`config.mk`:
```
export PLATFORM = sky130hd
export DESIGN_NAME = rc_serial_frame_channel_decoder_core
export DESIGN_NICKNAME = d
export VERILOG_FILES = /design/src/hdl/rcfd_pkg.sv /design/src/hdl/rcfd_front.sv /design/src/hdl/rcfd_queue.sv /design/src/hdl/rcfd_back.sv /design/src/hdl/rc_serial_frame_channel_decoder_core.sv
export SDC_FILE = /design/constraint.sdc
export NUM_CORES = 1
export LEC_CHECK = 0
export ABC_AREA = 1
export BUFFER_PORTS_ARGS = -buffer_cell sky130_fd_sc_hd__buf_2
export CELL_PAD_IN_SITES_DETAIL_PLACEMENT = 1
export CELL_PAD_IN_SITES_GLOBAL_PLACEMENT = 2
export CORE_MARGIN = 8
export CORE_UTILIZATION = 49
export DETAILED_ROUTE_END_ITERATION = 8
export GPL_ROUTABILITY_DRIVEN = 0
export PLACE_DENSITY_LB_ADDON = 0.25
export SLEW_MARGIN = 5
export SYNTH_ARGS = -nofsm -noshare
export SYNTH_HDL_FRONTEND = slang
export SYNTH_HIERARCHICAL = 1
export SYNTH_SLANG_ARGS = --single-unit
```
`constraint.sdc`:
```
create_clock -name i_clk -period 20.2 [get_ports i_clk]
set_input_delay 5.05 -clock i_clk [delete_from_list [all_inputs] [get_ports i_clk]]
set_output_delay 5.05 -clock i_clk [all_outputs]
set_load 0.05 [all_outputs]
```
`src/hdl/rcfd_pkg.sv`:
```
// Shared types and constants for the serial radio-control frame decoder.
// No dependencies; every other file of the block refers to this package.
package rcfd_pkg;

    localparam int CHANNEL_COUNT = 16;
    localparam int CHANNEL_WIDTH = 11;
    localparam int FRAME_BYTES   = 25;
    localparam int PAYLOAD_BYTES = 22;
    localparam int PAYLOAD_W     = PAYLOAD_BYTES * 8;
    localparam int INDEX_W       = $clog2(CHANNEL_COUNT);
    localparam int POS_W         = $clog2(FRAME_BYTES);
    localparam int BITSEL_W      = $clog2(PAYLOAD_W);

    // Byte positions inside a frame; the header sits at position zero.
    localparam logic [POS_W-1:0] POS_FIRST   = POS_W'(1);
    localparam logic [POS_W-1:0] POS_PAYLOAD = POS_W'(PAYLOAD_BYTES);
    localparam logic [POS_W-1:0] POS_FLAG    = POS_W'(PAYLOAD_BYTES + 1);

    // Flag byte bit positions.
    localparam int FLAG_D1_BIT       = 0;
    localparam int FLAG_D2_BIT       = 1;
    localparam int FLAG_LOST_BIT     = 2;
    localparam int FLAG_FAILSAFE_BIT = 3;

    // Link status codes.
    localparam logic [1:0] LINK_OK       = 2'd0;
    localparam logic [1:0] LINK_LOST     = 2'd1;
    localparam logic [1:0] LINK_FAILSAFE = 2'd2;

    // Configuration register indexes.
    localparam logic [1:0] CFG_HEADER_BYTE = 2'd0;
    localparam logic [1:0] CFG_END_BYTE    = 2'd1;
    localparam logic [1:0] CFG_HOLD_ENABLE = 2'd2;

    // Reset values of the configuration registers.
    localparam logic [7:0] HEADER_RESET = 8'h0F;
    localparam logic [7:0] END_RESET    = 8'h00;
    localparam logic       HOLD_RESET   = 1'b1;

    // One accepted frame, as handed from the parser to the channel emitter.
    typedef struct packed {
        logic [PAYLOAD_W-1:0] payload;
        logic                 digital_one;
        logic                 digital_two;
        logic [1:0]           link_status;
        logic                 value_held;
    } t_job;

endpackage

```
`src/hdl/rcfd_front.sv`:
```
// Frame parser: hunts for the header, collects payload and flag bytes and
// pushes a complete, checked frame into the job queue. Depends on rcfd_pkg.
module rcfd_front (
    input  logic              i_clk,
    input  logic              i_rst_n,
    input  logic              i_accept,
    input  logic [7:0]        i_rx_byte,
    input  logic [7:0]        i_header_byte,
    input  logic [7:0]        i_end_byte,
    input  logic              i_hold_enable,
    output logic              o_push,
    output rcfd_pkg::t_job    o_job
);

    logic                              r_in_frame;
    logic [rcfd_pkg::POS_W-1:0]        r_pos;
    logic [rcfd_pkg::PAYLOAD_W-1:0]    r_payload;
    logic [7:0]                        r_flag;
    logic                              r_push;
    rcfd_pkg::t_job                    r_job;
    logic [1:0]                        w_status;

    // Link status from the stored flag byte; failsafe wins over lost.
    always_comb begin
        if (r_flag[rcfd_pkg::FLAG_FAILSAFE_BIT]) begin
            w_status = rcfd_pkg::LINK_FAILSAFE;
        end else if (r_flag[rcfd_pkg::FLAG_LOST_BIT]) begin
            w_status = rcfd_pkg::LINK_LOST;
        end else begin
            w_status = rcfd_pkg::LINK_OK;
        end
    end

    // Frame state: position counter and hunt flag.
    always_ff @(posedge i_clk) begin
        if (!i_rst_n) begin
            r_in_frame <= 1'b0;
            r_pos      <= '0;
            r_push     <= 1'b0;
        end else begin
            r_push <= 1'b0;
            if (i_accept) begin
                if (!r_in_frame) begin
                    if (i_rx_byte == i_header_byte) begin
                        r_in_frame <= 1'b1;
                        r_pos      <= rcfd_pkg::POS_FIRST;
                    end
                end else if (r_pos <= rcfd_pkg::POS_PAYLOAD) begin
                    r_pos <= r_pos + 1'b1;
                end else if (r_pos == rcfd_pkg::POS_FLAG) begin
                    r_pos <= r_pos + 1'b1;
                end else begin
                    r_in_frame <= 1'b0;
                    r_pos      <= '0;
                    r_push     <= (i_rx_byte == i_end_byte);
                end
            end
        end
    end

    // Frame data. Payload bytes shift in from the top so that the first
    // payload byte ends up in the lowest bits.
    always_ff @(posedge i_clk) begin
        if (i_accept && r_in_frame) begin
            if (r_pos <= rcfd_pkg::POS_PAYLOAD) begin
                r_payload <= {i_rx_byte, r_payload[rcfd_pkg::PAYLOAD_W-1:8]};
            end else if (r_pos == rcfd_pkg::POS_FLAG) begin
                r_flag <= i_rx_byte;
            end else begin
                r_job.payload     <= r_payload;
                r_job.digital_one <= r_flag[rcfd_pkg::FLAG_D1_BIT];
                r_job.digital_two <= r_flag[rcfd_pkg::FLAG_D2_BIT];
                r_job.link_status <= w_status;
                r_job.value_held  <= (w_status != rcfd_pkg::LINK_OK) && i_hold_enable;
            end
        end
    end

    assign o_push = r_push;
    assign o_job  = r_job;

endmodule

```
`src/hdl/rcfd_queue.sv`:
```
// Two-entry queue of decoded frames between the parser and the emitter.
// Depends on rcfd_pkg for the frame record type.
module rcfd_queue (
    input  logic           i_clk,
    input  logic           i_rst_n,
    input  logic           i_push,
    input  rcfd_pkg::t_job i_job,
    input  logic           i_pop,
    output logic           o_valid,
    output logic           o_full,
    output rcfd_pkg::t_job o_job
);

    rcfd_pkg::t_job r_entry [2];
    logic           r_wr_ptr;
    logic           r_rd_ptr;
    logic [1:0]     r_count;

    // Pointers and fill level.
    always_ff @(posedge i_clk) begin
        if (!i_rst_n) begin
            r_wr_ptr <= 1'b0;
            r_rd_ptr <= 1'b0;
            r_count  <= 2'd0;
        end else begin
            if (i_push) begin
                r_wr_ptr <= ~r_wr_ptr;
            end
            if (i_pop) begin
                r_rd_ptr <= ~r_rd_ptr;
            end
            r_count <= r_count + 2'(i_push) - 2'(i_pop);
        end
    end

    // Entry storage.
    always_ff @(posedge i_clk) begin
        if (i_push) begin
            r_entry[r_wr_ptr] <= i_job;
        end
    end

    assign o_valid = (r_count != 2'd0);
    assign o_full  = (r_count == 2'd2);
    assign o_job   = r_entry[r_rd_ptr];

endmodule

```
`src/hdl/rcfd_back.sv`:
```
// Channel emitter: walks the 16 channels of the queued frame, one per
// cycle while the output is not stalled, keeps the last good values and
// drives the result register. Depends on rcfd_pkg.
module rcfd_back (
    input  logic                                   i_clk,
    input  logic                                   i_rst_n,
    input  logic                                   i_job_valid,
    input  rcfd_pkg::t_job                         i_job,
    output logic                                   o_pop,
    output logic                                   o_out_valid,
    input  logic                                   i_out_stall,
    output logic [rcfd_pkg::INDEX_W-1:0]           o_channel_index,
    output logic [rcfd_pkg::CHANNEL_WIDTH-1:0]     o_channel_value,
    output logic                                   o_digital_one,
    output logic                                   o_digital_two,
    output logic [1:0]                             o_link_status,
    output logic                                   o_value_held,
    output logic                                   o_last
);

    localparam logic [rcfd_pkg::INDEX_W-1:0] LAST_CH =
        rcfd_pkg::INDEX_W'(rcfd_pkg::CHANNEL_COUNT - 1);

    logic [rcfd_pkg::INDEX_W-1:0]       r_ch;
    logic [rcfd_pkg::CHANNEL_WIDTH-1:0] r_held [rcfd_pkg::CHANNEL_COUNT];
    logic                               r_out_valid;
    logic [rcfd_pkg::INDEX_W-1:0]       r_channel_index;
    logic [rcfd_pkg::CHANNEL_WIDTH-1:0] r_channel_value;
    logic                               r_digital_one;
    logic                               r_digital_two;
    logic [1:0]                         r_link_status;
    logic                               r_value_held;
    logic                               r_last;
    logic                               w_load;
    logic [rcfd_pkg::BITSEL_W-1:0]      w_bit_base;
    logic [rcfd_pkg::CHANNEL_WIDTH-1:0] w_decoded;

    // A result is loaded whenever the output register is free or moving on.
    assign w_load = i_job_valid && (!r_out_valid || !i_out_stall);
    assign o_pop  = w_load && (r_ch == LAST_CH);

    // Channel field select from the payload.
    assign w_bit_base = rcfd_pkg::BITSEL_W'(r_ch) *
                        rcfd_pkg::BITSEL_W'(rcfd_pkg::CHANNEL_WIDTH);
    assign w_decoded  = i_job.payload[w_bit_base +: rcfd_pkg::CHANNEL_WIDTH];

    // Channel counter and output valid.
    always_ff @(posedge i_clk) begin
        if (!i_rst_n) begin
            r_ch        <= '0;
            r_out_valid <= 1'b0;
        end else begin
            if (!r_out_valid || !i_out_stall) begin
                r_out_valid <= i_job_valid;
            end
            if (w_load) begin
                r_ch <= (r_ch == LAST_CH) ? '0 : r_ch + 1'b1;
            end
        end
    end

    // Last good values, updated by frames whose link status is OK.
    always_ff @(posedge i_clk) begin
        if (!i_rst_n) begin
            for (int i = 0; i < rcfd_pkg::CHANNEL_COUNT; i++) begin
                r_held[i] <= '0;
            end
        end else if (w_load && (i_job.link_status == rcfd_pkg::LINK_OK)) begin
            r_held[r_ch] <= w_decoded;
        end
    end

    // Result payload register.
    always_ff @(posedge i_clk) begin
        if (w_load) begin
            r_channel_index <= r_ch;
            r_channel_value <= i_job.value_held ? r_held[r_ch] : w_decoded;
            r_digital_one   <= i_job.digital_one;
            r_digital_two   <= i_job.digital_two;
            r_link_status   <= i_job.link_status;
            r_value_held    <= i_job.value_held;
            r_last          <= (r_ch == LAST_CH);
        end
    end

    assign o_out_valid     = r_out_valid;
    assign o_channel_index = r_channel_index;
    assign o_channel_value = r_channel_value;
    assign o_digital_one   = r_digital_one;
    assign o_digital_two   = r_digital_two;
    assign o_link_status   = r_link_status;
    assign o_value_held    = r_value_held;
    assign o_last          = r_last;

endmodule

```
`src/hdl/rc_serial_frame_channel_decoder_core.sv`:
```
// Top level of the serial radio-control frame decoder: configuration
// registers, frame parser, job queue and channel emitter.
// Depends on rcfd_pkg, rcfd_front, rcfd_queue and rcfd_back.
//
// Usage: received serial bytes enter on the input channel (i_in_valid,
// o_in_stall, i_rx_byte), one transfer per byte. The parser hunts for the
// header byte, then collects 22 payload bytes, a flag byte and the end
// byte. When the end byte matches, the frame goes into a two-entry queue
// and the emitter produces 16 channel results on the output channel
// (o_out_valid, i_out_stall), channel 0 first, o_last set on channel 15.
// A frame with a bad end byte produces nothing and hunting resumes.
// Throughput: one byte per cycle on the input while the queue is not full;
// one result per cycle on the output while the receiver does not stall.
// A frame passes through the parser's job register and a queue entry, and
// its first result through the output register, after the end byte.
// The input is stalled only while the queue holds two frames; a stalling
// receiver holds the output register and, through the queue, eventually
// the input. Reset (synchronous, active low) restores the register
// defaults, returns the parser to hunting, empties the queue and clears
// the held channel values to zero.
module rc_serial_frame_channel_decoder_core (
    input  logic                                   i_clk,
    input  logic                                   i_rst_n,
    input  logic                                   i_cfg_wr_en,
    input  logic [1:0]                             i_cfg_index,
    input  logic [7:0]                             i_cfg_data,
    input  logic                                   i_in_valid,
    output logic                                   o_in_stall,
    input  logic [7:0]                             i_rx_byte,
    output logic                                   o_out_valid,
    input  logic                                   i_out_stall,
    output logic [rcfd_pkg::INDEX_W-1:0]           o_channel_index,
    output logic [rcfd_pkg::CHANNEL_WIDTH-1:0]     o_channel_value,
    output logic                                   o_digital_one,
    output logic                                   o_digital_two,
    output logic [1:0]                             o_link_status,
    output logic                                   o_value_held,
    output logic                                   o_last
);

    logic [7:0]     r_header_byte;
    logic [7:0]     r_end_byte;
    logic           r_hold_enable;
    logic           w_in_accept;
    logic           w_push;
    logic           w_pop;
    logic           w_q_valid;
    logic           w_q_full;
    rcfd_pkg::t_job w_front_job;
    rcfd_pkg::t_job w_head_job;

    // Configuration registers; writes beyond the list are ignored.
    always_ff @(posedge i_clk) begin
        if (!i_rst_n) begin
            r_header_byte <= rcfd_pkg::HEADER_RESET;
            r_end_byte    <= rcfd_pkg::END_RESET;
            r_hold_enable <= rcfd_pkg::HOLD_RESET;
        end else if (i_cfg_wr_en) begin
            unique case (i_cfg_index)
                rcfd_pkg::CFG_HEADER_BYTE: r_header_byte <= i_cfg_data;
                rcfd_pkg::CFG_END_BYTE:    r_end_byte    <= i_cfg_data;
                rcfd_pkg::CFG_HOLD_ENABLE: r_hold_enable <= i_cfg_data[0];
                default: begin
                end
            endcase
        end
    end

    // Input transfer; held off only while the queue is full.
    assign o_in_stall  = w_q_full;
    assign w_in_accept = i_in_valid && !w_q_full;

    rcfd_front u_front (
        .i_clk         (i_clk),
        .i_rst_n       (i_rst_n),
        .i_accept      (w_in_accept),
        .i_rx_byte     (i_rx_byte),
        .i_header_byte (r_header_byte),
        .i_end_byte    (r_end_byte),
        .i_hold_enable (r_hold_enable),
        .o_push        (w_push),
        .o_job         (w_front_job)
    );

    rcfd_queue u_queue (
        .i_clk   (i_clk),
        .i_rst_n (i_rst_n),
        .i_push  (w_push),
        .i_job   (w_front_job),
        .i_pop   (w_pop),
        .o_valid (w_q_valid),
        .o_full  (w_q_full),
        .o_job   (w_head_job)
    );

    rcfd_back u_back (
        .i_clk           (i_clk),
        .i_rst_n         (i_rst_n),
        .i_job_valid     (w_q_valid),
        .i_job           (w_head_job),
        .o_pop           (w_pop),
        .o_out_valid     (o_out_valid),
        .i_out_stall     (i_out_stall),
        .o_channel_index (o_channel_index),
        .o_channel_value (o_channel_value),
        .o_digital_one   (o_digital_one),
        .o_digital_two   (o_digital_two),
        .o_link_status   (o_link_status),
        .o_value_held    (o_value_held),
        .o_last          (o_last)
    );

endmodule

```
# Yosys cells after proc, flatten, opt, wreduce, memory -nomap -nowiden
# Memories as Yosys holds them, arrays and structs flattened. A register that Yosys moved wholly into a read port is not among the register bits.
# Index checks and enable logic that the tools add are counted.
# word_totals
regBits	415
mem_bits_rw	538
out_inout_bits	23
elab_cells	97
n_memories	2
# op_classes
n_addsub	4
mul	1
order_cmp	1
eq_ne	7
n_shift	1
n_mux	25
bitwise	7
n_reduce_logical	24
# memory_table
memory	words	width	rd	rd_ports_with_merged_regs	wr	line_no	source
u_queue.r_entry	2	181	1	1	1	rcfd_queue.sv:14	rcfd_pkg::t_job r_entry [2];
u_back.r_held	16	11	1	1	16	rcfd_back.sv:25	logic [rcfd_pkg::CHANNEL_WIDTH-1:0] r_held [rcfd_pkg::CHANNEL_COUNT];
# op_table
op	n
$shiftx A176 B9 Y11	1
$mux W11	2
$mux W5	4
$eq A8 B8 Y1	2
$mux W4	4
$mux W1	14
$reduce_or A11 Y1	1
$reduce_and A2 Y1	5
$mul A4 B4 Y8 const B	1
$not A1 Y1	7
$logic_and A1 B1 Y1	6
$reduce_and A3 Y1	2
$reduce_bool A2 Y1	3
$add A5 B1 Y5 const B	1
$eq A5 B5 Y1 const B	1
$le A5 B5 Y1 const B	1
$reduce_or A5 Y1	1
$add A4 B1 Y4 const B	1
$eq A2 B2 Y1 const B	2
$eq A4 B4 Y1 const B	1
$logic_not A2 Y1	2
$logic_not A1 Y1	3
$add A2 B1 Y2	1
$eq A2 B1 Y1 const B	1
other kinds (3)	3

# Logic depth before layout (Yosys ltp)
# logic_depth
word_depth	9
ltp_mapped	13

# Modules after synthesis
# Netlist, hierarchy kept.
# modules_own_cells
mod	n_inst	cells_per_inst	area_each_um2	seq_area_each_um2
rcfd_queue	1	596	13640.6	10970.5
rcfd_back	1	1616	12112.9	6095.8
rcfd_front	1	482	11529.8	10980.5
rc_serial_frame_channel_decoder_core	1	106	734.5	340.3

# Worst setup path after synthesis
# No wires, ideal clock.
# synth_timing
path_type	input port to flip-flop
startpoint	input port i_in_valid
endpoint	register u_front.r_job (netlist bit u_front/o_job[0]), enable pin
setup_ps	582
arrival_ps	9997
required_ps	19618
path_slack_ps	9620
path_stages	4
path_buffers	0
path_cell_list	inv_1 -> nor2_1 -> nand2_2 -> nor2_2
# synth_between
elab_chain_cells	3
# synth_lines
item	line_no	source
from (decl)	rc_serial_frame_channel_decoder_core.sv:27	input logic i_in_valid,
$logic_and A1 B1 Y1	rc_serial_frame_channel_decoder_core.sv:71	assign w_in_accept = i_in_valid && !w_q_full;
net w_in_accept	rc_serial_frame_channel_decoder_core.sv:44	logic w_in_accept;
$logic_and A1 B1 Y1	rcfd_front.sv:64	if (i_accept && r_in_frame) begin
$reduce_and A3 Y1 (no source line)	n/a	
to (decl)	rcfd_front.sv:20	rcfd_pkg::t_job r_job;
# The timed path passes the listed nets, and every way through them passes these cells.
# A chain may end at the register's enable or synchronous reset.

# Final worst setup path
# layout_timing
startpoint	input port i_in_valid
endpoint	register u_front.r_job (netlist bit u_front/o_job[23]), enable pin
# The elaborated chain is that of the path after synthesis.

==> flow_summary.html <==
<table>
<tr><th>Metric</th><th>Value</th></tr>
<tr><th colspan="2">Cells and area</th></tr>
<tr><td>Layout cell share with drive strength beyond 1</td><td>0.160</td></tr>
<tr><td>Most frequent cells in the layout</td><td>edfxtp_1, nand2_1, inv_1</td></tr>
<tr><td>Post-route core utilization</td><td>0.546</td></tr>
<tr><td>Area Overhead vs Synth</td><td>10.8%</td></tr>
<tr><td>Net count of the finished layout</td><td>2,871</td></tr>
<tr><td>Most common cell after layout, fill and taps aside</td><td>edfxtp_1</td></tr>
<tr><td>Ant. Diodes</td><td>0</td></tr>
<tr><th colspan="2">GRT</th></tr>
<tr><td>Overflow left after global routing</td><td>0</td></tr>
<tr><td>Global-route usage over all layers</td><td>0.200</td></tr>
<tr><td>Pin count of the biggest net entering global routing</td><td>121</td></tr>
<tr><td>Antenna violations before repair</td><td>1</td></tr>
<tr><td>Number of global-route vias before repair</td><td>22,500</td></tr>
<tr><td>First-pass GRT wire length</td><td>132,000 um</td></tr>
<tr><th colspan="2">Clock tree</th></tr>
<tr><td>Largest buffer count on any clock path</td><td>3</td></tr>
<tr><td>Clock slew at the register clock pins of the worst setup and hold paths</td><td>0.06 ns</td></tr>
<tr><td>Worst-Skew Late Latency</td><td>0.65 ns</td></tr>
<tr><td>Hold bufs inserted after CTS</td><td>0</td></tr>
<tr><td>Clock sinks</td><td>958</td></tr>
<tr><td>TritonCTS clock tree</td><td>done</td></tr>
<tr><td>Root Buffer Master</td><td>clkbuf_16</td></tr>
<tr><td>Clock H-tree levels</td><td>3</td></tr>
<tr><td>CTS resizes</td><td>0</td></tr>
<tr><td>Buffers inserted by post-CTS timing repair</td><td>0</td></tr>
<tr><td>Inserted Clock Buffers</td><td>96</td></tr>
<tr><th colspan="2">Timing</th></tr>
<tr><td>Share of the clock period used by the worst path after layout</td><td>0.395</td></tr>
<tr><td>Number of pins with negative max-slew slack in the final report</td><td>0</td></tr>
<tr><td>Unrepaired setup endpoints after global routing</td><td>no</td></tr>
<tr><td>Clock period minus worst slack</td><td>7.97 ns</td></tr>
<tr><td>Number of setup violations in the final report</td><td>0</td></tr>
<tr><td>Worst relative slew slack</td><td>0.215</td></tr>
<tr><td>Actual transition at the worst max-transition pin</td><td>1.18 ns</td></tr>
<tr><td>Setup TNS</td><td>0 ns</td></tr>
<tr><td>Final worst clock skew</td><td>0.0239 ns</td></tr>
<tr><td>Max Clock Freq</td><td>0.125 GHz</td></tr>
<tr><td>Number of hold-slack violations in the final timing report</td><td>0</td></tr>
<tr><th colspan="2">Flow run</th></tr>
<tr><td>Number of maximum-capacitance constraint violations</td><td>0</td></tr>
<tr><th colspan="2">Route</th></tr>
<tr><td>Detailed Routing Iterations Pass 1</td><td>6</td></tr>
<tr><td>DRC violation count after routing</td><td>0</td></tr>
<tr><td>Drt wl/cell</td><td>22.0 um</td></tr>
<tr><td>Drt total wl</td><td>86,900 um</td></tr>
<tr><td>DR vias/cell</td><td>5.16</td></tr>
<tr><td>First-iteration detailed-routing DRC count</td><td>1,331</td></tr>
<tr><td>Number of antenna-violating nets in the routed design</td><td>0</td></tr>
<tr><td>Count of vias placed by the detailed router</td><td>20,400</td></tr>
<tr><th colspan="2">Floorplan</th></tr>
<tr><td>Core Region</td><td>77,100 um2</td></tr>
<tr><td>Overall die area</td><td>86,800 um2</td></tr>
<tr><td>Die Height</td><td>295 um</td></tr>
<tr><td>Starting density of the core</td><td>0.493</td></tr>
<tr><td>Horizontal die dimension</td><td>295 um</td></tr>
<tr><td>Number of ports placed on the die boundary</td><td>46</td></tr>
<tr><td>Count of standard-cell rows</td><td>102</td></tr>
<tr><th colspan="2">Synthesis</th></tr>
<tr><td>Post-Synthesis Cell Area</td><td>38,000 um2</td></tr>
<tr><td>Post-synthesis sequential element count</td><td>958</td></tr>
<tr><td>Synth Instances</td><td>2,800</td></tr>
<tr><td>Net count after synthesis</td><td>2,831</td></tr>
<tr><td>Synth Area per Inst</td><td>13.6 um2</td></tr>
<tr><td>Compound-Gate Fraction of Synth Area</td><td>0.00513</td></tr>
<tr><td>Synth Area in XOR/XNOR</td><td>0.00138</td></tr>
<tr><td>Adder and majority cell fraction of the synthesized area</td><td>0.00263</td></tr>
<tr><td>Synth Area in Simple Gates</td><td>0.129</td></tr>
<tr><td>Ys Warns</td><td>6</td></tr>
<tr><td>Sequential fraction of the synthesis area</td><td>0.747</td></tr>
<tr><td>Combinational family with the most area after synthesis</td><td>simple AND/OR/NAND/NOR gates</td></tr>
<tr><td>Count of cell types in the netlist</td><td>37</td></tr>
<tr><td>Portion of netlist area occupied by mux cells</td><td>0.0625</td></tr>
<tr><th colspan="2">Place</th></tr>
<tr><td>Estimated wirelength of the detail-placed design</td><td>52,600 um</td></tr>
<tr><td>Quantity of I/O buffers inserted on ports</td><td>45</td></tr>
<tr><th colspan="2">Critical path</th></tr>
<tr><td>Type of element capturing the critical path</td><td>register</td></tr>
<tr><td>Number of buffer and inverter stages on the critical path</td><td>5</td></tr>
<tr><td>Worst-path fanout max</td><td>74</td></tr>
<tr><td>Slowest stage delay, CP</td><td>0.85 ns</td></tr>
<tr><td>Largest delay contributor family on the critical path</td><td>buffers and inverters</td></tr>
<tr><td>Startpoint Class</td><td>input pin</td></tr>
<tr><td>Crit path kind</td><td>input pin to register</td></tr>
<tr><td>Cell with the biggest individual delay on the critical path</td><td>buf_4</td></tr>
<tr><td>Data required time of the critical path</td><td>20.46 ns</td></tr>
<tr><td>Critical Path Most Common Cell</td><td>buf_4</td></tr>
<tr><td>Data arrival, critical path</td><td>8.23 ns</td></tr>
<tr><td>Critical path, cell by cell</td><td>buf_2 -&gt; inv_1 -&gt; nor2_1 -&gt; nand2_2 -&gt; nor2_4 -&gt; buf_4 -&gt; buf_4 -&gt; buf_4</td></tr>
<tr><th colspan="2">Power and ir drop</th></tr>
<tr><td>Worst-case vdd ir drop</td><td>0.0822 mV</td></tr>
<tr><td>Power density over the cells</td><td>94.5 nW/um2</td></tr>
<tr><td>Leakage power of the design</td><td>15.8 nW</td></tr>
<tr><td>Overall power consumption</td><td>3.98 mW</td></tr>
<tr><th colspan="2">Hold path</th></tr>
<tr><td>Path class of the lowest-slack min-delay path</td><td>register to register</td></tr>
<tr><th colspan="2">Status</th></tr>
<tr><td>Run status</td><td>complete, no violations</td></tr>
</table>
cells by family after synthesis:
kind of cell | after synthesis
multiplexers | 181
AO/OA/AOI/OAI | 35
flip-flops | 958
XOR/XNOR | 6
adder cells (fa/ha/maj) | 8
buffers and inverters | 437
AND/OR/NAND/NOR | 1175
synthesized netlist by cell type:
library cell  instances  share of area
a21oi_1              11         0.0014
a22o_1                2        0.00046
buf_1                 2        0.00020
buf_2                44         0.0058
buf_4                15         0.0030
buf_6                31         0.0092
clkbuf_1             31         0.0031
clkinv_1              1       0.000099
dfxtp_1              38          0.020
edfxtp_1            920           0.73
ha_1                  8         0.0026
inv_1               303          0.030
inv_2                 8        0.00079
inv_4                 1        0.00016
inv_6                 1        0.00023
mux2_2               91          0.027
mux2_4               90          0.036
nand2_1             640          0.063
nand2_2               4        0.00066
nand3_1             219          0.029
nand3_2               1        0.00026
nand3_4               1        0.00046
nand4_1               1        0.00016
nor2_1              254          0.025
nor2_2               16         0.0026
nor2_4               11         0.0033
nor3_1                4        0.00053
nor3_2                1        0.00026
nor4_2                1        0.00033
o2111ai_1             1        0.00023
o21a_1                1        0.00020
o21ai_0              17         0.0022
o21ai_2               1        0.00023
o22ai_1               2        0.00033
or2_2                22         0.0036
xnor2_1               4        0.00092
xor2_1                2        0.00046
path summary, 6_finish.rpt:
kind	start	cells past startpoint	endpoint	slack (ns)
worst min register to register	u_front/r_payload[3]$_DFFE_PP_	0	u_front/o_job[8]$_DFFE_PP_	0.42
worst max-delay path	i_in_valid	8	u_front/o_job[23]$_DFFE_PP_	12.23
worst min-delay path	u_front/r_payload[3]$_DFFE_PP_	0	u_front/o_job[8]$_DFFE_PP_	0.42
worst max register to register	u_front/r_pos[0]$_SDFFE_PN0P_	8	u_front/o_job[23]$_DFFE_PP_	16.17
metrics by stage:
step	instances	hold slack [ns]	setup WS, ns	instance area (um2)
global route	3959	0.422	11.98	42100
finish	3959	0.419	12.23	42100
floorplan	2800	0.400	9.62	38000
global placement	3782	0.401	11.66	38900
CTS	3959	0.419	12.18	42100
detailed placement	3782	0.406	11.49	38900
area by class of cell:
cell class | count | area [um2]
fill | 7546 | 35000
sequential | 958 | 28400
multi-input combinational | 1405 | 7650
clock buffer | 120 | 2570
tap | 1040 | 1300
inverter | 314 | 1200
clock inverter | 57 | 614
timing repair buffer | 65 | 375
report_power, final:
group	switching (mW)	internal [mW]
logic	0.0257	0.0104
registers	0.00550	2.16
clock network	0.729	1.04
total	0.760	3.22
state kept, by name, summed over array words and instances, names as in the netlist, 2 cells and up, named ones only:
name / flops
r_end_byte: 8
r_header_byte: 8
u_back/o_channel_index: 4
u_back/o_channel_value: 11
u_back/o_link_status: 2
u_back/r_ch: 4
u_back/r_held: 176
u_front/o_job: 181
u_front/r_flag: 4
u_front/r_payload: 176
u_front/r_pos: 5
u_queue/r_count: 2
u_queue/r_entry: 362
per-layer routing:
metal,GRT usage,part of all wire,up-vias
met5,0,0,-
met4,0.0536,0.020,0
met3,0.0285,0.040,115
met2,0.355,0.51,369
met1,0.256,0.43,10400
li1,-,-,9563
Power figures use the tool's default switching activity.
